===== src/sv/lewe_pkg.sv =====
// Shared types and constants for the line editor with echo.
// Used by lewe_front, lewe_queue, lewe_back and line_editor_with_echo.
package lewe_pkg;

	// Line store geometry
	localparam int LINE_DEPTH = 32;
	localparam int FILL_W     = $clog2(LINE_DEPTH);
	localparam int MAXLEN_W   = 6;
	localparam int LEN_W      = 5;
	localparam int CFG_IDX_W  = 1;
	localparam int QDEPTH     = 2;

	// Configuration register indexes
	localparam logic [CFG_IDX_W-1:0] REG_MAX_LENGTH  = 1'd0;
	localparam logic [CFG_IDX_W-1:0] REG_ECHO_ENABLE = 1'd1;

	// Reset values of the configuration registers
	localparam logic [MAXLEN_W-1:0] MAX_LENGTH_RST = 6'd32;
	localparam logic                ECHO_RST       = 1'b1;

	// Character codes
	localparam logic [7:0] CH_BS    = 8'h08;
	localparam logic [7:0] CH_DEL   = 8'h7F;
	localparam logic [7:0] CH_CR    = 8'h0D;
	localparam logic [7:0] CH_LF    = 8'h0A;
	localparam logic [7:0] CH_SPACE = 8'h20;

	// Result kinds
	localparam logic [1:0] KIND_ECHO = 2'd0;
	localparam logic [1:0] KIND_BYTE = 2'd1;
	localparam logic [1:0] KIND_END  = 2'd2;

	// Echo sequence selected by the front end
	typedef enum logic [1:0] {
		ECHO_NONE,
		ECHO_CHAR,
		ECHO_RUB,
		ECHO_CRLF
	} echo_t;

	// Command passed from front to back through the queue
	typedef struct packed {
		echo_t             echo;
		logic [7:0]        data;
		logic              ends;
		logic [FILL_W-1:0] len;
	} cmd_t;

	// Line store write port, driven by the front end
	typedef struct packed {
		logic              we;
		logic [FILL_W-1:0] addr;
		logic [7:0]        data;
	} stw_t;

endpackage


===== src/sv/lewe_front.sv =====
// Front end: accepts received bytes, classifies them, keeps the fill count
// and configuration, writes the line store and queues commands. Uses lewe_pkg.
module lewe_front (
	input  logic                             clk,
	input  logic                             arst_n,
	input  logic                             cfg_we,
	input  logic [lewe_pkg::CFG_IDX_W-1:0]   cfg_index,
	input  logic [lewe_pkg::MAXLEN_W-1:0]    cfg_data,
	input  logic                             in_valid,
	output logic                             in_ready,
	input  logic [7:0]                       rx_byte,
	input  logic                             q_full,
	output logic                             q_push,
	output lewe_pkg::cmd_t                   q_cmd,
	output lewe_pkg::stw_t                   st_wr,
	input  logic                             dump_done
);

	logic [lewe_pkg::MAXLEN_W-1:0] max_length_q;
	logic                          echo_enable_q;
	logic [lewe_pkg::FILL_W-1:0]   fill_q;
	logic                          busy_q;

	logic [lewe_pkg::MAXLEN_W-1:0] limit;
	logic [lewe_pkg::FILL_W-1:0]   stop;
	logic [lewe_pkg::FILL_W-1:0]   fill_nxt;
	logic                          is_eol;
	logic                          is_rub;
	logic                          store_we;
	logic                          ends;
	logic                          accept;
	lewe_pkg::echo_t               echo;

	// Line limit saturated to [2, LINE_DEPTH]; the line ends at limit - 1
	always_comb begin
		if (max_length_q < lewe_pkg::MAXLEN_W'(2)) begin
			limit = lewe_pkg::MAXLEN_W'(2);
		end else if (max_length_q > lewe_pkg::MAXLEN_W'(lewe_pkg::LINE_DEPTH)) begin
			limit = lewe_pkg::MAXLEN_W'(lewe_pkg::LINE_DEPTH);
		end else begin
			limit = max_length_q;
		end
		stop = lewe_pkg::FILL_W'(limit - lewe_pkg::MAXLEN_W'(1));
	end

	// Classify the byte and work out the new fill count
	always_comb begin
		is_eol   = (rx_byte == lewe_pkg::CH_CR) || (rx_byte == lewe_pkg::CH_LF);
		is_rub   = (rx_byte == lewe_pkg::CH_BS) || (rx_byte == lewe_pkg::CH_DEL);
		fill_nxt = fill_q;
		store_we = 1'b0;
		echo     = lewe_pkg::ECHO_NONE;
		ends     = 1'b0;
		if (is_eol) begin
			ends = 1'b1;
			if (echo_enable_q) begin
				echo = lewe_pkg::ECHO_CRLF;
			end
		end else if (is_rub) begin
			if (fill_q != '0) begin
				fill_nxt = fill_q - lewe_pkg::FILL_W'(1);
				if (echo_enable_q) begin
					echo = lewe_pkg::ECHO_RUB;
				end
			end
		end else if (fill_q < stop) begin
			fill_nxt = fill_q + lewe_pkg::FILL_W'(1);
			store_we = 1'b1;
			if (echo_enable_q) begin
				echo = lewe_pkg::ECHO_CHAR;
			end
		end
		if (fill_nxt >= stop) begin
			ends = 1'b1;
		end
	end

	// Hold off while a line is dumped from the store or the queue is full
	assign in_ready = !busy_q && !q_full;
	assign accept   = in_valid && in_ready;
	assign q_push   = accept && ((echo != lewe_pkg::ECHO_NONE) || ends);

	always_comb begin
		q_cmd.echo = echo;
		q_cmd.data = rx_byte;
		q_cmd.ends = ends;
		q_cmd.len  = fill_nxt;
		st_wr.we   = accept && store_we;
		st_wr.addr = fill_q;
		st_wr.data = rx_byte;
	end

	// Configuration, fill count and dump interlock
	always_ff @(posedge clk or negedge arst_n) begin
		if (!arst_n) begin
			max_length_q  <= lewe_pkg::MAX_LENGTH_RST;
			echo_enable_q <= lewe_pkg::ECHO_RST;
			fill_q        <= '0;
			busy_q        <= 1'b0;
		end else begin
			if (cfg_we) begin
				case (cfg_index)
					lewe_pkg::REG_MAX_LENGTH:  max_length_q  <= cfg_data;
					lewe_pkg::REG_ECHO_ENABLE: echo_enable_q <= cfg_data[0];
					default: ;
				endcase
			end
			if (accept) begin
				fill_q <= ends ? '0 : fill_nxt;
			end
			if (dump_done) begin
				busy_q <= 1'b0;
			end else if (q_push && ends) begin
				busy_q <= 1'b1;
			end
		end
	end

	// A queued line end locks the input until the back end has finished it
	a_busy_set: assert property (@(posedge clk) disable iff (!arst_n)
		q_push && q_cmd.ends |=> busy_q)
		else $error("line end queued without input interlock");
	a_no_write_busy: assert property (@(posedge clk) disable iff (!arst_n)
		busy_q |-> !st_wr.we)
		else $error("line store written during a dump");

endmodule


===== src/sv/lewe_queue.sv =====
// Short command queue between the front and back ends.
// Uses lewe_pkg for the command type and depth.
module lewe_queue (
	input  logic           clk,
	input  logic           arst_n,
	input  logic           push,
	input  lewe_pkg::cmd_t push_cmd,
	input  logic           pop,
	output lewe_pkg::cmd_t pop_cmd,
	output logic           full,
	output logic           empty
);

	localparam int PTR_W = (lewe_pkg::QDEPTH > 1) ? $clog2(lewe_pkg::QDEPTH) : 1;
	localparam int CNT_W = $clog2(lewe_pkg::QDEPTH + 1);

	lewe_pkg::cmd_t   slots_q [lewe_pkg::QDEPTH];
	logic [PTR_W-1:0] wr_ptr_q;
	logic [PTR_W-1:0] rd_ptr_q;
	logic [CNT_W-1:0] count_q;

	assign full    = (count_q == CNT_W'(lewe_pkg::QDEPTH));
	assign empty   = (count_q == '0);
	assign pop_cmd = slots_q[rd_ptr_q];

	// Payload slots
	always_ff @(posedge clk) begin
		if (push && !full) begin
			slots_q[wr_ptr_q] <= push_cmd;
		end
	end

	// Pointers and occupancy
	always_ff @(posedge clk or negedge arst_n) begin
		if (!arst_n) begin
			wr_ptr_q <= '0;
			rd_ptr_q <= '0;
			count_q  <= '0;
		end else begin
			if (push && !full) begin
				wr_ptr_q <= (wr_ptr_q == PTR_W'(lewe_pkg::QDEPTH - 1)) ?
					'0 : wr_ptr_q + PTR_W'(1);
			end
			if (pop && !empty) begin
				rd_ptr_q <= (rd_ptr_q == PTR_W'(lewe_pkg::QDEPTH - 1)) ?
					'0 : rd_ptr_q + PTR_W'(1);
			end
			case ({push && !full, pop && !empty})
				2'b10:   count_q <= count_q + CNT_W'(1);
				2'b01:   count_q <= count_q - CNT_W'(1);
				default: ;
			endcase
		end
	end

	a_no_overflow: assert property (@(posedge clk) disable iff (!arst_n)
		!(push && full))
		else $error("command pushed into full queue");
	a_count_range: assert property (@(posedge clk) disable iff (!arst_n)
		count_q <= CNT_W'(lewe_pkg::QDEPTH))
		else $error("queue occupancy out of range");

endmodule


===== src/sv/lewe_back.sv =====
// Back end: executes queued commands, emitting echo bytes, the stored line
// and the line end item. Holds the line store. Uses lewe_pkg.
module lewe_back (
	input  logic                       clk,
	input  logic                       arst_n,
	input  logic                       q_empty,
	output logic                       q_pop,
	input  lewe_pkg::cmd_t             q_cmd,
	input  lewe_pkg::stw_t             st_wr,
	output logic                       dump_done,
	output logic                       out_valid,
	input  logic                       out_ready,
	output logic [1:0]                 kind,
	output logic [7:0]                 data_byte,
	output logic [lewe_pkg::LEN_W-1:0] line_length,
	output logic                       last
);

	typedef enum logic [2:0] {
		S_IDLE,
		S_ECHO,
		S_RD,
		S_BYTE,
		S_END
	} state_t;

	state_t                      state_q;
	lewe_pkg::cmd_t              cmd_q;
	logic [1:0]                  step_q;
	logic [lewe_pkg::FILL_W-1:0] idx_q;
	logic [7:0]                  rdata_q;
	logic [7:0]                  store_mem [lewe_pkg::LINE_DEPTH];

	logic                        out_valid_q;
	logic [1:0]                  kind_q;
	logic [7:0]                  data_q;
	logic [lewe_pkg::LEN_W-1:0]  len_q;
	logic                        last_q;

	logic                        slot_free;
	logic [1:0]                  echo_last;
	logic [7:0]                  echo_byte;

	assign slot_free   = !out_valid_q || out_ready;
	assign q_pop       = (state_q == S_IDLE) && !q_empty;
	assign dump_done   = (state_q == S_END) && slot_free && cmd_q.ends;
	assign out_valid   = out_valid_q;
	assign kind        = kind_q;
	assign data_byte   = data_q;
	assign line_length = len_q;
	assign last        = last_q;

	// Echo sequence: length and byte at the current step
	always_comb begin
		echo_last = 2'd0;
		echo_byte = cmd_q.data;
		case (cmd_q.echo)
			lewe_pkg::ECHO_RUB: begin
				echo_last = 2'd2;
				echo_byte = (step_q == 2'd1) ? lewe_pkg::CH_SPACE : lewe_pkg::CH_BS;
			end
			lewe_pkg::ECHO_CRLF: begin
				echo_last = 2'd1;
				echo_byte = (step_q == 2'd0) ? lewe_pkg::CH_CR : lewe_pkg::CH_LF;
			end
			default: ;
		endcase
	end

	// Line store: written by the front end, read one entry per dump step
	always_ff @(posedge clk) begin
		if (st_wr.we) begin
			store_mem[st_wr.addr] <= st_wr.data;
		end
		if (state_q == S_RD) begin
			rdata_q <= store_mem[idx_q];
		end
	end

	// Sequencer and output register
	always_ff @(posedge clk or negedge arst_n) begin
		if (!arst_n) begin
			state_q     <= S_IDLE;
			out_valid_q <= 1'b0;
			step_q      <= '0;
			idx_q       <= '0;
			cmd_q       <= '0;
			kind_q      <= '0;
			data_q      <= '0;
			len_q       <= '0;
			last_q      <= 1'b0;
		end else begin
			if (out_valid_q && out_ready) begin
				out_valid_q <= 1'b0;
			end
			case (state_q)
				S_IDLE: begin
					if (!q_empty) begin
						cmd_q  <= q_cmd;
						step_q <= '0;
						idx_q  <= '0;
						if (q_cmd.echo != lewe_pkg::ECHO_NONE) begin
							state_q <= S_ECHO;
						end else if (q_cmd.len == '0) begin
							state_q <= S_END;
						end else begin
							state_q <= S_RD;
						end
					end
				end
				S_ECHO: begin
					if (slot_free) begin
						out_valid_q <= 1'b1;
						kind_q      <= lewe_pkg::KIND_ECHO;
						data_q      <= echo_byte;
						len_q       <= '0;
						last_q      <= (step_q == echo_last) && !cmd_q.ends;
						if (step_q == echo_last) begin
							if (!cmd_q.ends) begin
								state_q <= S_IDLE;
							end else if (cmd_q.len == '0) begin
								state_q <= S_END;
							end else begin
								state_q <= S_RD;
							end
						end else begin
							step_q <= step_q + 2'd1;
						end
					end
				end
				S_RD: begin
					state_q <= S_BYTE;
				end
				S_BYTE: begin
					if (slot_free) begin
						out_valid_q <= 1'b1;
						kind_q      <= lewe_pkg::KIND_BYTE;
						data_q      <= rdata_q;
						len_q       <= '0;
						last_q      <= 1'b0;
						if (idx_q == cmd_q.len - lewe_pkg::FILL_W'(1)) begin
							state_q <= S_END;
						end else begin
							idx_q   <= idx_q + lewe_pkg::FILL_W'(1);
							state_q <= S_RD;
						end
					end
				end
				S_END: begin
					if (slot_free) begin
						out_valid_q <= 1'b1;
						kind_q      <= lewe_pkg::KIND_END;
						data_q      <= '0;
						len_q       <= lewe_pkg::LEN_W'(cmd_q.len);
						last_q      <= 1'b1;
						state_q     <= S_IDLE;
					end
				end
				default: state_q <= S_IDLE;
			endcase
		end
	end

	a_byte_not_last: assert property (@(posedge clk) disable iff (!arst_n)
		out_valid_q && (kind_q == lewe_pkg::KIND_BYTE) |-> !last_q)
		else $error("line byte flagged as final result");
	a_dump_index: assert property (@(posedge clk) disable iff (!arst_n)
		(state_q == S_RD || state_q == S_BYTE) |-> (idx_q < cmd_q.len))
		else $error("dump index beyond line length");
	a_dump_ends: assert property (@(posedge clk) disable iff (!arst_n)
		(state_q == S_RD || state_q == S_BYTE || state_q == S_END) |-> cmd_q.ends)
		else $error("dump started for a command without line end");

endmodule


===== src/sv/line_editor_with_echo.sv =====
// Top level of the line editor with echo: front end, command queue, back end.
// Depends on lewe_pkg, lewe_front, lewe_queue and lewe_back.
//
// Usage: received bytes enter on in_valid/in_ready with rx_byte. Results
// leave on out_valid/out_ready with kind (0 echo, 1 line byte, 2 line end),
// data_byte, line_length and last; last marks the final result caused by
// one received byte. A byte that causes nothing produces no transfer.
// Configuration: cfg_we writes cfg_data into register cfg_index
// (0 max_length, 1 echo_enable) at the clock edge; the user must write
// only while idle, which the block itself does not enforce.
// Flow: the front end takes one byte per cycle, when not held off, into
// a two-entry command queue. The back end fetches a command, emits its
// echo results, reads each line byte from the line store and outputs
// it, then the line end item. Input is held off from a line end until its
// end item is placed in the output register, as the line store is shared.
// Reset clears the fill count, queue and output register and restores
// max_length to 32 and echo on; the line store is not cleared.
// A stalled receiver holds the output register, and the back end waits;
// the front end accepts until the queue fills or a line end locks input.
module line_editor_with_echo (
	input  logic                             clk,
	input  logic                             arst_n,
	input  logic                             cfg_we,
	input  logic [lewe_pkg::CFG_IDX_W-1:0]   cfg_index,
	input  logic [lewe_pkg::MAXLEN_W-1:0]    cfg_data,
	input  logic                             in_valid,
	output logic                             in_ready,
	input  logic [7:0]                       rx_byte,
	output logic                             out_valid,
	input  logic                             out_ready,
	output logic [1:0]                       kind,
	output logic [7:0]                       data_byte,
	output logic [lewe_pkg::LEN_W-1:0]       line_length,
	output logic                             last
);

	logic           q_full;
	logic           q_empty;
	logic           q_push;
	logic           q_pop;
	logic           dump_done;
	lewe_pkg::cmd_t push_cmd;
	lewe_pkg::cmd_t pop_cmd;
	lewe_pkg::stw_t st_wr;

	lewe_front u_front (
		.clk       (clk),
		.arst_n    (arst_n),
		.cfg_we    (cfg_we),
		.cfg_index (cfg_index),
		.cfg_data  (cfg_data),
		.in_valid  (in_valid),
		.in_ready  (in_ready),
		.rx_byte   (rx_byte),
		.q_full    (q_full),
		.q_push    (q_push),
		.q_cmd     (push_cmd),
		.st_wr     (st_wr),
		.dump_done (dump_done)
	);

	lewe_queue u_queue (
		.clk      (clk),
		.arst_n   (arst_n),
		.push     (q_push),
		.push_cmd (push_cmd),
		.pop      (q_pop),
		.pop_cmd  (pop_cmd),
		.full     (q_full),
		.empty    (q_empty)
	);

	lewe_back u_back (
		.clk         (clk),
		.arst_n      (arst_n),
		.q_empty     (q_empty),
		.q_pop       (q_pop),
		.q_cmd       (pop_cmd),
		.st_wr       (st_wr),
		.dump_done   (dump_done),
		.out_valid   (out_valid),
		.out_ready   (out_ready),
		.kind        (kind),
		.data_byte   (data_byte),
		.line_length (line_length),
		.last        (last)
	);

endmodule

===== config.mk =====
export PLATFORM = sky130hd
export DESIGN_NAME = line_editor_with_echo
export DESIGN_NICKNAME = d
export VERILOG_FILES = /design/src/sv/lewe_pkg.sv /design/src/sv/lewe_front.sv /design/src/sv/lewe_queue.sv /design/src/sv/lewe_back.sv /design/src/sv/line_editor_with_echo.sv
export SDC_FILE = /design/constraint.sdc
export NUM_CORES = 1
export LEC_CHECK = 0
export BUFFER_PORTS_ARGS = -buffer_cell sky130_fd_sc_hd__buf_2
export CORE_MARGIN = 1.5
export CORE_UTILIZATION = 40
export CTS_CLUSTER_DIAMETER = 100
export CTS_CLUSTER_SIZE = 12
export DETAILED_ROUTE_END_ITERATION = 6
export GPL_ROUTABILITY_DRIVEN = 1
export PLACE_DENSITY = 0.53
export SYNTH_ARGS = -nofsm -noshare
export SYNTH_HDL_FRONTEND = slang
export SYNTH_SLANG_ARGS = --single-unit

===== constraint.sdc =====
create_clock -name clk -period 12.4 [get_ports clk]
set_input_delay 1.86 -clock clk [delete_from_list [all_inputs] [get_ports clk]]
set_output_delay 1.86 -clock clk [all_outputs]
set_load 0.05 [all_outputs]

## After elaboration in Yosys (flattened, before gate mapping)

Memories as Yosys holds them, arrays and structs flattened. A register that Yosys moved wholly into a read port is not among the register bits.
Index checks and enable logic that the tools add are counted.

- Add/sub/neg operators: 10
- Bitwise operators: 2
- Multiplexer cells: 69
- Magnitude comparators: 4
- Reduce and logical (&&, ||, !) cells: 45
- Equal/unequal tests: 24

Operator list:

| operator | number |
|---|---|
| 2-to-1 mux 5 bit | 12 |
| 2-to-1 mux 3 bit | 11 |
| equality test 8 x 4 -> 1 bit (second input constant) | 3 |
| 2-to-1 mux 2 bit | 12 |
| 2-to-1 mux 8 bit | 3 |
| one-hot mux 8 bit (3 select lines) | 1 |
| 2-to-1 mux 1 bit | 20 |
| one-hot mux 5 bit (2 select lines) | 2 |
| one-hot mux 8 bit (2 select lines) | 1 |
| one-hot mux 3 bit (5 select lines) | 1 |
| subtractor 5 x 1 -> 5 bit (second input constant) | 3 |
| nonzero test 2 bit | 7 |
| logical AND 1 bit | 12 |
| one-hot mux 2 bit (2 select lines) | 3 |
| AND reduction 4 bit | 3 |
| adder 5 x 1 -> 5 bit (second input constant) | 2 |
| logical NOT 5 bit | 2 |
| != test 2 x 1 -> 1 bit (second input constant) | 5 |
| equality test 2 bit (second input constant) | 4 |
| equality test 8 x 7 -> 1 bit (second input constant) | 1 |
| equality test 3 x 2 -> 1 bit (second input constant) | 2 |
| > comparator 6 bit (second input constant) | 1 |
| less-than comparator 6 x 2 -> 1 bit (second input constant) | 1 |
| 2-to-1 mux 6 bit | 1 |
| 25 further kinds | 41 |

- Bits in writable memories: 288
- Output and inout port bits: 18
- Bits in registers: 60
- Word-level logic and storage cells: 175
- Input port bits: 20
- Memories: 2

Memory list:

| name | depth | bits a word | rd ports | clocked after Yosys merged registers in | write ports | line | source |
|---|---|---|---|---|---|---|---|
| u_back.store_mem | 32 | 8 | 1 | 1 | 1 | lewe_back.sv:32 | `logic [7:0] store_mem [lewe_pkg::LINE_DEPTH];` |
| u_queue.slots_q | 2 | 16 | 1 | 0 | 1 | lewe_queue.sv:17 | `lewe_pkg::cmd_t slots_q [lewe_pkg::QDEPTH];` |

## Longest topological paths before layout

Gate-level depths: netlist of the first run.

- Depth after elaboration: 15
- Depth in mapped cells: 25
- Depth with buffers taken out: 25

## Cells and area by module

From an unflattened synthesis of the first run, not the netlist that was laid out.

- Cell total of the unflattened synthesis: 1017
- Area total of the unflattened synthesis: 15554.9 sq um

Modules (own cells, without submodules):

| module | instances | area each (sq um) | cells an instance |
|---|---|---|---|
| lewe_back | 1 | 12642.1 | 774 |
| lewe_front | 1 | 1510.2 | 175 |
| lewe_queue | 1 | 1402.6 | 68 |

## Worst setup path before layout of the first run

OpenSTA, ideal clock, no wires.

- Path kind: input-to-reg
- Start point: in rx_byte[4]
- End point: mem u_queue.slots_q[1][0] (netlist bit) (enable)
- Path buffers: 0
- Stages on the path: 13
- Slack: 6.676 ns
- Arrival: 5.330 ns
- Data required time: 12.006 ns
- Cells stage by stage: or4b_1 > nor3_1 > or2_2 > nor2_1 > a221oi_1 > nor2_1 > ha_1 > a21o_1 > a21o_1 > nor2_1 > nor2_1 > a21oi_4 > a21oi_1

RTL lines:

| item | line | source |
|---|---|---|
| from (decl) | line_editor_with_echo.sv:28 | `input logic [7:0] rx_byte,` |
| to (decl) | lewe_queue.sv:17 |  |

==> results of run 1 <==
## cell type report
cell class | count | share of cell area
multi-input cells | 485 | 0.262
clock inverters | 3 | 0.00226
flip-flops and latches | 356 | 0.626
well taps | 468 | 0.0352
inverters | 16 | 0.00361
repair buffers | 48 | 0.0161
clock buffers | 43 | 0.0545
## cell families after synthesis
| logic type | share of synthesized area |
|---|---|
| flops | 0.695 |
| simple gates | 0.0732 |
| compound gates | 0.0514 |
| mux | 0.143 |
| buf+inv | 0.0136 |
| xor+xnor | 0.0103 |
| fa+ha+maj | 0.0134 |
## cell usage after synthesis (2+ instances only)
master and number:
nand2_1 74, a221oi_1 4, a31oi_1 5, o31ai_1 6, dfrtp_1 58, or4b_1 2
buf_1 5, o211ai_1 2, and3_1 9, o2111ai_1 3, clkbuf_1 32, a21oi_1 11
or3_1 5, mux2_2 15, nand4_1 3, o21ai_0 39, dfstp_2 2, nor2b_1 7
inv_1 15, or3b_2 2, nand3b_1 3, nor4_1 2, a211oi_2 2, o21a_1 4
ha_1 16, and2_1 7, o21ai_1 3, a22oi_1 3, xor2_1 5, nor2_1 72
a21o_1 4, or4_1 2, a41oi_1 2, mux2i_1 17, nand2b_1 6, a211o_1 2
nor3_1 13, o22ai_1 5, edfxtp_1 296, xnor2_1 10, nand3_1 10, nor3b_1 3
mux4_2 80
## stage by stage
step                 util  instance area [sq um]  setup slack (ns)
finish              0.453                  16600              6.24
global route        0.453                  16600              5.71
floorplan               -                  15000              6.68
detailed placement  0.427                  15700              5.99
global placement    0.427                  15700              6.18
CTS                 0.453                  16600              6.25
## how the worst max path moves through the flow
stage	endpoint	startpoint	depth (start not counted)	slack, ns
finish	u_queue.count_q[1]	u_front.max_length_q[2]	24	6.24
floorplan	u_queue.slots_q[1][0]	rx_byte[4]	13	6.68
detailed placement	u_queue.count_q[1]	rx_byte[3]	17	5.99
global route	u_queue.count_q[1]	u_front.max_length_q[2]	24	5.71
CTS	u_queue.count_q[1]	u_front.max_length_q[2]	24	6.25
global placement	u_queue.count_q[1]	rx_byte[3]	18	6.18
## worst max-delay path: stages, from the launching register on
cell and delay (ns):
dfrtp_1 0.46, or4_4 0.54, nand3b_1 0.14, ha_1 0.23
xnor2_1 0.18, ha_1 0.30, and2_0 0.18, a221o_1 0.38
o31ai_1 0.42, a31oi_1 0.28, nor2_1 0.26, nor2_1 0.07
a2111oi_1 0.54, nor2_1 0.17, ha_1 0.31, a21o_1 0.16
a21o_1 0.18, nor2_1 0.13, nor2_1 0.09, a21oi_4 0.20
inv_2 0.11, o21ai_0 0.21, ha_1 0.29, nor2_1 0.14
xor2_1 0.14
## registers in the layout (all words and copies together) (netlist names), 6 cells and up
signal	cells
u_back.cmd_q	16
u_back.data_byte	8
u_back.rdata_q	8
u_back.store_mem	256
u_front.max_length_q	6
u_queue.slots_q	32
## where the power goes
group | total [mW] | internal (mW) | leakage [nW] | switching (mW)
sequential | 1.58 | 1.45 | 3.41 | 0.133
clock | 0.931 | 0.513 | 0.458 | 0.418
combinational | 0.867 | 0.350 | 1.66 | 0.517
## layer usage
metal  share of wire  vias to the layer above  track usage
met5               0                        -            0
met4           0.018                        0       0.0476
met3           0.041                       38       0.0236
met2            0.47                      186        0.282
met1            0.47                     4057        0.259
li1                -                     3619            -
==> results.md, run 1 <==
* DR pass1 iterations at 5
* R2R cell count at 24
* Most frequent cells in the layout: 296 x edfxtp_1, 80 x mux4_2, 74 x nand2_1, 72 x nor2_1, 55 x dfrtp_1
* Clock Path Buffers at 3
* Layout cells sized above 1 at 0.211
* Period minus WS final at 6.16 ns
* Worst Path Arrival at 6.60 ns
* Placer congestion estimate at 0.821
* Commonest non-fill, non-tap cell in the layout: edfxtp_1
* Fin. max-slew vios at 0
* Number of flops mapped to enable cells by yosys at 296
* Startpoint types: register
* CTS Hold Buffers Added at 0
* Largest net degree at the start of global routing at 61
* Iteration-0 DRC count of the detailed router at between 500 and 600
* Worst-Skew Late Latency at 0.52 ns
* Sink Count at 356
* Syn nets at 931
* Cell taking the most area after synthesis: edfxtp_1
* Mapped Area at 15000 sq um
* DIE HEIGHT at 196 microns
* Synth Flop Type: edfxtp_1
* Routed vias at 7900
* Layout Cells excl Fill at approximately 1.4k
* Worst-case vdd ir drop at between 0.1 and 0.15 mV
* Hold Crit Class: register to register
* Part of the cycle the worst path needs at 0.497
* Hold path depth at 2
* Sequential Area at a little over 10000 sq um
* Ys async rst share at 0.169
* Reg clk slew, reported paths at about 0.060 ns
* Die area at 38600 sq um
* Leakage at 5.53 nW
* RSZ-0062 raised after global routing: false
* Antenna violations before repair at 0
* Status: finished clean
* Clock Skew at ~0.028 ns
* Ant diodes at 0
* Post-DP HPWL at 20.5 mm
* Vias in the first global route at 8090
* Avg Cell Area, Syn at roughly 17 sq um
* WHS Endpoint: u_back.kind[0]
* Reg2Reg Capture Point: u_queue.count_q[1]
* # H-tree levels at 2
* Syn. warnings at 0
* Residual DRC at 0
* Global-route wire length before repair at 51.0 mm
* Routed Antenna Nets at 0
* CP max FO at 8
* Worst Tran Pin Value at approximately 1.2 ns
* Setup CP Type: register to register
* Cell Rows at 70
* IO Port Bufs at 37
* Fillcell total at 3199
* Synth Register Bits at 356
* WP data required at 12.84 ns
* Hold Slack at 0.477 ns
* Gates resized, CTS repair at 0
* CTS Buf Count at 35
* Fmax at 162 MHz
* Vias per inst at about 5.6
* PwrDens at slightly above 200 nW/um^2
* Area occupied by multi-input gates at roughly 4400 sq um
* Dpl cells at 1373
* Hold Vio Cnt, Final at 0
* Max transition margin at 0.189
* Final setup violation count at 0
* Area contributors post-synth: edfxtp_1 59%, mux4_2 12%, dfrtp_1 9.7%, nand2_1 1.9%, nor2_1 1.8%
* Postcts setup bufs at 0
* Synth Instances at slightly below 900
* Setup TNS at 0 ns
* Post-DR wirelength/cell at 23.4 microns
* Crit end category: register
* Yosys cell types at 72
* Total power at 3.38 mW
* Total Wirelength at 33.3 mm
* # IOs at 38
* GRT overflow at 0
* Die W at 196 microns
* Hold Path Origin: u_back.kind[0]
* CTS tree: built
* FF-to-FF Start: u_front.max_length_q[2]
* Max-cap viol count at 0
* Gr usage total at 0.178
* Clock root buffer: clkbuf_16
* Area Growth Syn to Fin at 11.1%
* Register area share after synthesis at 0.695
* R2R setup slack at 6.24 ns
* Core area at 36700 sq um
* Nets@finish at about 1000
* Starting density of the core at 0.408
* Top cell type's share of synthesized area at 0.594
No activity file was read; power rests on OpenSTA's default activity.
==> inputs of run 2 (changes only) <==
==> constraint.sdc (replaced) <==
create_clock -name clk -period 6 [get_ports clk]
set_input_delay 0.9 -clock clk [delete_from_list [all_inputs] [get_ports clk]]
set_output_delay 0.9 -clock clk [all_outputs]
set_load 0.05 [all_outputs]
==> results.md, run 2 (same netlist as run 1, synthesis figures left out) <==
* Status: finished clean
* Final instance area at 17000 sq um
* Period minus WS final at 5.64 ns
* Worst-Skew Late Latency at 0.53 ns
* WP data required at 6.44 ns
* Final setup violation count at 0
* Max transition margin at 0.289
* R2R cell count at 24
* Max reg flops at 256
* Hold Vio Cnt, Final at 0
* DR pass1 iterations at 4
* Layout cells sized above 1 at 0.246
* Post-DR wirelength/cell at 22.8 microns
* Crit path max-delay cell type: or4_4
* Fmax at 177 MHz
* Starting density of the core at 0.408
* Fillcell total at 3118
* Residual DRC at 0
* Cell Rows at 70
* Die W at 196 microns
* GRT overflow at 0
* Top reg by flops: u_back.store_mem
* # IOs at 38
* Worst Path Arrival at 6.09 ns
* Area occupied by multi-input gates at 4410 sq um
* Routed vias at 8043
* IO Port Bufs at 37
* WP depth at 24
* Commonest non-fill, non-tap cell in the layout: edfxtp_1
* CTS tree: built
* Cell mode on critical path: nor2_1
* Largest net degree at the start of global routing at 61
* Fin. max-slew vios at 0
* Layout Cells excl Fill at 1462
* Clock Skew at between 0.02 and 0.025 ns
* Die area at 38600 sq um
* Core area at roughly 37000 sq um
* Clock root buffer: clkbuf_16
* Hold path depth at 2
* Hold Crit Class: register to register
* Most frequent cells in the layout: 296 x edfxtp_1, 80 x mux4_2, 74 x nand2_1, 71 x nor2_1, 56 x dfrtp_1
* Routed Antenna Nets at 0
* Max-cap viol count at 0
* Area Growth Syn to Fin at 13.7%
* Max incr delay on CP at 0.55 ns
* CP max FO at 8
* Largest registers: u_back.store_mem (256), u_queue.slots_q (32), u_back.cmd_q (16)
* Vias per inst at 5.50
* Sequential Area at a little over 10000 sq um
* Vias in the first global route at ~8.2k
* Worst Tran Pin Value at 1.07 ns
* Worst-case vdd ir drop at 0.200 mV
* Crit end category: register
* PwrDens at about 420 nW/um^2
* Dpl cells at 1407
* Placer congestion estimate at between 0.8 and 0.9
* Area after DPL at 15900 sq um
* Antenna violations before repair at 0
* Post-DP HPWL at around 22 mm
* Ant diodes at 0
* Hold Slack at roughly 0.48 ns
* Leakage at 5.76 nW
* CTS Buf Count at 35
* # H-tree levels at 2
* Crit path max-delay family: compound AO/OA/AOI/OAI gates
* Total Wirelength at roughly 33 mm
* Sink Count at 356
* Setup TNS at 0 ns
* CP Buf/Inv Count at 1
* Part of the cycle the worst path needs at 0.940
* Utilization after layout at 0.463
* Nets@finish at 1016
* Global-route wire length before repair at 51.4 mm
* Setup CP Type: register to register
* DIE HEIGHT at ~200 microns
* Cell Chain, Critical Path: or4_4, nand3b_1, ha_1, xnor2_1, ha_1, and2_0, a221o_1, o31ai_4, a31oi_2, nor2_2, nor2_1, a2111oi_4, nor2_1, ha_1, a21o_1, a21o_1, nor2_1, nor2_1, a21oi_4, inv_2, o21ai_0, ha_1, nor2_1, xor2_1
* Gr usage total at 0.179
* CTS Hold Buffers Added at 0
* Startpoint types: register
* Reg clk slew, reported paths at around 0.060 ns
* Clock Path Buffers at 3
* Iteration-0 DRC count of the detailed router at 578
run 2: cell types whose count changed in the layout (fill, tap and decap cells not counted), sizes merged:
cell / before / now
clkinv: 3 / 1
inv: 16 / 17
clkbuf: 43 / 48
buf: 48 / 86
bufinv: 0 / 1
run 2: path summary, 6_finish.rpt:
kind / startpoint / to / slack, ns
min in group asynchronous: arst_n / u_back.state_q[0] / 0.55
hold reg to reg: u_back.kind[0] / u_back.kind[0] / 0.48
max in group asynchronous: arst_n / u_back.idx_q[0] / 4.86
hold / removal: u_back.kind[0] / u_back.kind[0] / 0.48
setup reg to reg: u_front.max_length_q[2] / u_queue.count_q[1] / 0.36
setup / recovery: u_front.max_length_q[2] / u_queue.count_q[1] / 0.36
run 2: tightest hold or removal path: cells and delay by family (launching register included):
| family | cells | cell delay (ns) |
|---|---|---|
| DFF | 1 | 0.34 |
| and+or+nand+nor | 2 | 0.10 |
run 2: what timing repair did:
item / in CTS / in global routing
endpoints found under the setup margin: 1 / 21
pin swaps: 0 / 3
buffers inserted: 0 / 4
resized for setup: 1 / 7
run 2: metal layers:
layer  global-route usage  vias up  routed length [microns]
met2                0.287      150                    15900
met3               0.0332       39                     1430
met1                0.254     4171                    15400
met4               0.0433        0                      572
met5                    0        -                        0
li1                     -     3683                        -
run 2: metrics by stage:
stage               power (mW)  setup slack (ns)
global placement          5.18             0.225
floorplan                 4.60             0.305
finish                    7.18             0.357
CTS                       7.23            0.0803
detailed placement        5.20           -0.0358
global route              7.58           -0.0177
run 2: layout make-up:
cell class / count / share of cell area
Sequential cell: 356 / 0.611
Multi-Input combinational cell: 485 / 0.259
Clock buffer: 48 / 0.0556
Tap cell: 468 / 0.0344
Timing Repair Buffer: 86 / 0.0325
Inverter: 16 / 0.00353
Clock inverter: 3 / 0.00324
run 2: power breakdown:
| group | internal [mW] | total, mW | switching (mW) |
|---|---|---|---|
| clock | 1.14 | 2.01 | 0.871 |
| sequential | 3.00 | 3.25 | 0.248 |
| combinational | 0.762 | 1.92 | 1.16 |
| total | 4.90 | 7.18 | 2.28 |
==> inputs of run 3 (changes only) <==
--- a/config.mk
+++ b/config.mk
@@ -6,13 +6,15 @@
 export NUM_CORES = 1
 export LEC_CHECK = 0
 export BUFFER_PORTS_ARGS = -buffer_cell sky130_fd_sc_hd__buf_2
+export CAP_MARGIN = 20
 export CORE_MARGIN = 1.5
-export CORE_UTILIZATION = 40
+export CORE_UTILIZATION = 30
 export CTS_CLUSTER_DIAMETER = 100
 export CTS_CLUSTER_SIZE = 12
 export DETAILED_ROUTE_END_ITERATION = 6
 export GPL_ROUTABILITY_DRIVEN = 1
-export PLACE_DENSITY = 0.53
+export PLACE_DENSITY = 0.42
 export SYNTH_ARGS = -nofsm -noshare
 export SYNTH_HDL_FRONTEND = slang
 export SYNTH_SLANG_ARGS = --single-unit
+export TNS_END_PERCENT = 100
==> results.md, run 3 (same netlist as run 1, synthesis figures left out) <==
* Worst-case vdd ir drop at 0.173 mV
* Total Wirelength at between 30 and 40 mm
* Iteration-0 DRC count of the detailed router at 499
* Vias in the first global route at approximately 8.4k
* Post-DR wirelength/cell at 22.1 microns
* Gr usage total at 0.149
* IO Port Bufs at 37
* Area after DPL at 16300 sq um
* Hold Crit Class: register to register
* Largest registers: u_back.store_mem (256), u_queue.slots_q (32), u_back.cmd_q (16)
* GRT overflow at 0
* PwrDens at 417 nW/um^2
* Residual DRC at 0
* Max transition margin at 0.377
* Leakage at 5.81 nW
* Area Growth Syn to Fin at 15.9%
* # H-tree levels at 2
* Worst-Skew Late Latency at 0.55 ns
* CTS Buf Count at 35
* Sink Count at 356
* Clock Path Buffers at 3
* Commonest non-fill, non-tap cell in the layout: edfxtp_1
* Max reg flops at 256
* Most frequent cells in the layout: 296 x edfxtp_1, 80 x mux4_2, 74 x nand2_1, 71 x nor2_1, 58 x buf_4
* CP max FO at 8
* Setup CP Type: register to register
* Layout cells sized above 1 at 0.253
* Largest net degree at the start of global routing at about 60
* CTS Hold Buffers Added at 0
* Total power at between 7 and 8 mW
* Part of the cycle the worst path needs at 0.938
* Cell Rows at 81
* # IOs at 38
* Starting density of the core at 0.305
* Worst Path Arrival at 6.10 ns
* Status: finished clean
* Global-route wire length before repair at 55.2 mm
* Period minus WS final at between 5 and 6 ns
* Startpoint types: register
* Antenna violations before repair at 1
* Fmax at 178 MHz
* Placer congestion estimate at 0.744
* Hold Vio Cnt, Final at 0
* Core area at 49100 sq um
* Crit end category: register
* Clock Skew at 0.0249 ns
* Max-cap viol count at 0
* Fin. max-slew vios at 0
* Routed vias at between 7k and 8k
* Routed Antenna Nets at 0
* Setup TNS at 0 ns
* Vias per inst at approximately 4.8
* CTS tree: built
* Worst Tran Pin Value at slightly above 0.9 ns
* DR pass1 iterations at 5
* WP data required at ~6.5 ns
* Die W at 226 microns
* Post-DP HPWL at 24.4 mm
* Final setup violation count at 0
* DIE HEIGHT at 226 microns
* Reg clk slew, reported paths at approximately 0.060 ns
* Final instance area at 17300 sq um
* Die area at 51200 sq um
* Nets@finish at 1025
* Top reg by flops: u_back.store_mem
* Clock root buffer: clkbuf_16
-- run 3: cell count changes in the layout (fill, tap and decap cells not counted), sizes merged --
cell,before,now
buf,86,95
clkbuf,48,49
diode,0,1
-- run 3: layout make-up --
type,count,area [sq um]
well taps,664,831
fillers,4747,31700
multi-input cells,485,4410
clock buffers,49,950
diodes,1,2.50
inverters,16,60.1
flip-flops and latches,356,10400
clock inverters,3,55.1
repair buffers,95,621
-- run 3: final timing paths --
check	startpoint	end	slack, ns	cells past startpoint
setup / recovery	u_front.max_length_q[2]	u_queue.count_q[1]	0.37	24
hold / removal	u_back.kind[1]	u_back.kind[1]	0.48	1
setup reg to reg	u_front.max_length_q[2]	u_queue.count_q[1]	0.37	24
hold reg to reg	u_back.kind[1]	u_back.kind[1]	0.48	1
max in group asynchronous	arst_n	u_back.idx_q[0]	4.89	2
min in group asynchronous	arst_n	u_back.data_byte[7]	0.51	2
-- run 3: worst max-delay path, stage by stage, from the launching register on --
cell,delay [ns]
dfrtp_1,0.44
or4_4,0.54
nand3b_1,0.14
ha_1,0.23
xnor2_1,0.17
ha_1,0.29
and2_0,0.17
a221o_2,0.43
o31ai_4,0.22
a31oi_2,0.20
nor2_2,0.20
nor2_1,0.09
a2111oi_4,0.36
nor2_1,0.15
ha_1,0.30
a21o_1,0.15
a21o_1,0.18
nor2_1,0.13
nor2_1,0.09
a21oi_4,0.19
inv_2,0.11
o21ai_0,0.21
ha_1,0.29
nor2_1,0.14
xor2_1,0.15
-- run 3: routing by layer --
metal / up-vias / part of all wire / track usage
met2: 118 / 0.48 / 0.241
met4: 2 / 0.023 / 0.0477
met5: - / 0.00033 / 0
met3: 56 / 0.038 / 0.0238
li1: 3713 / - / -
met1: 4088 / 0.46 / 0.204
-- run 3: power by group --
part / switching, mW / internal (mW) / total (mW)
logic: 1.18 / 0.761 / 1.94
clock network: 0.911 / 1.14 / 2.05
registers: 0.239 / 3.00 / 3.24
-- run 3: metrics by stage --
| stage | worst slack [ns] | cells | hold WS, ns | util |
|---|---|---|---|---|
| floorplan | 0.305 | 895 | 0.450 | - |
| global placement | 0.142 | 1614 | 0.460 | 0.331 |
| detailed placement | -0.0406 | 1614 | 0.469 | 0.331 |
| CTS | 0.118 | 1666 | 0.485 | 0.352 |
| global route | -0.0368 | 1668 | 0.516 | 0.353 |
| finish | 0.373 | 1669 | 0.479 | 0.353 |
-- run 3: repair_timing --
item	4_1_cts	5_1_grt
gates resized for setup	1	8
pin swaps	0	1
gates cloned	0	0
hold endpoints to repair	0	0
buffers inserted	0	2
setup endpoints to repair	1	2
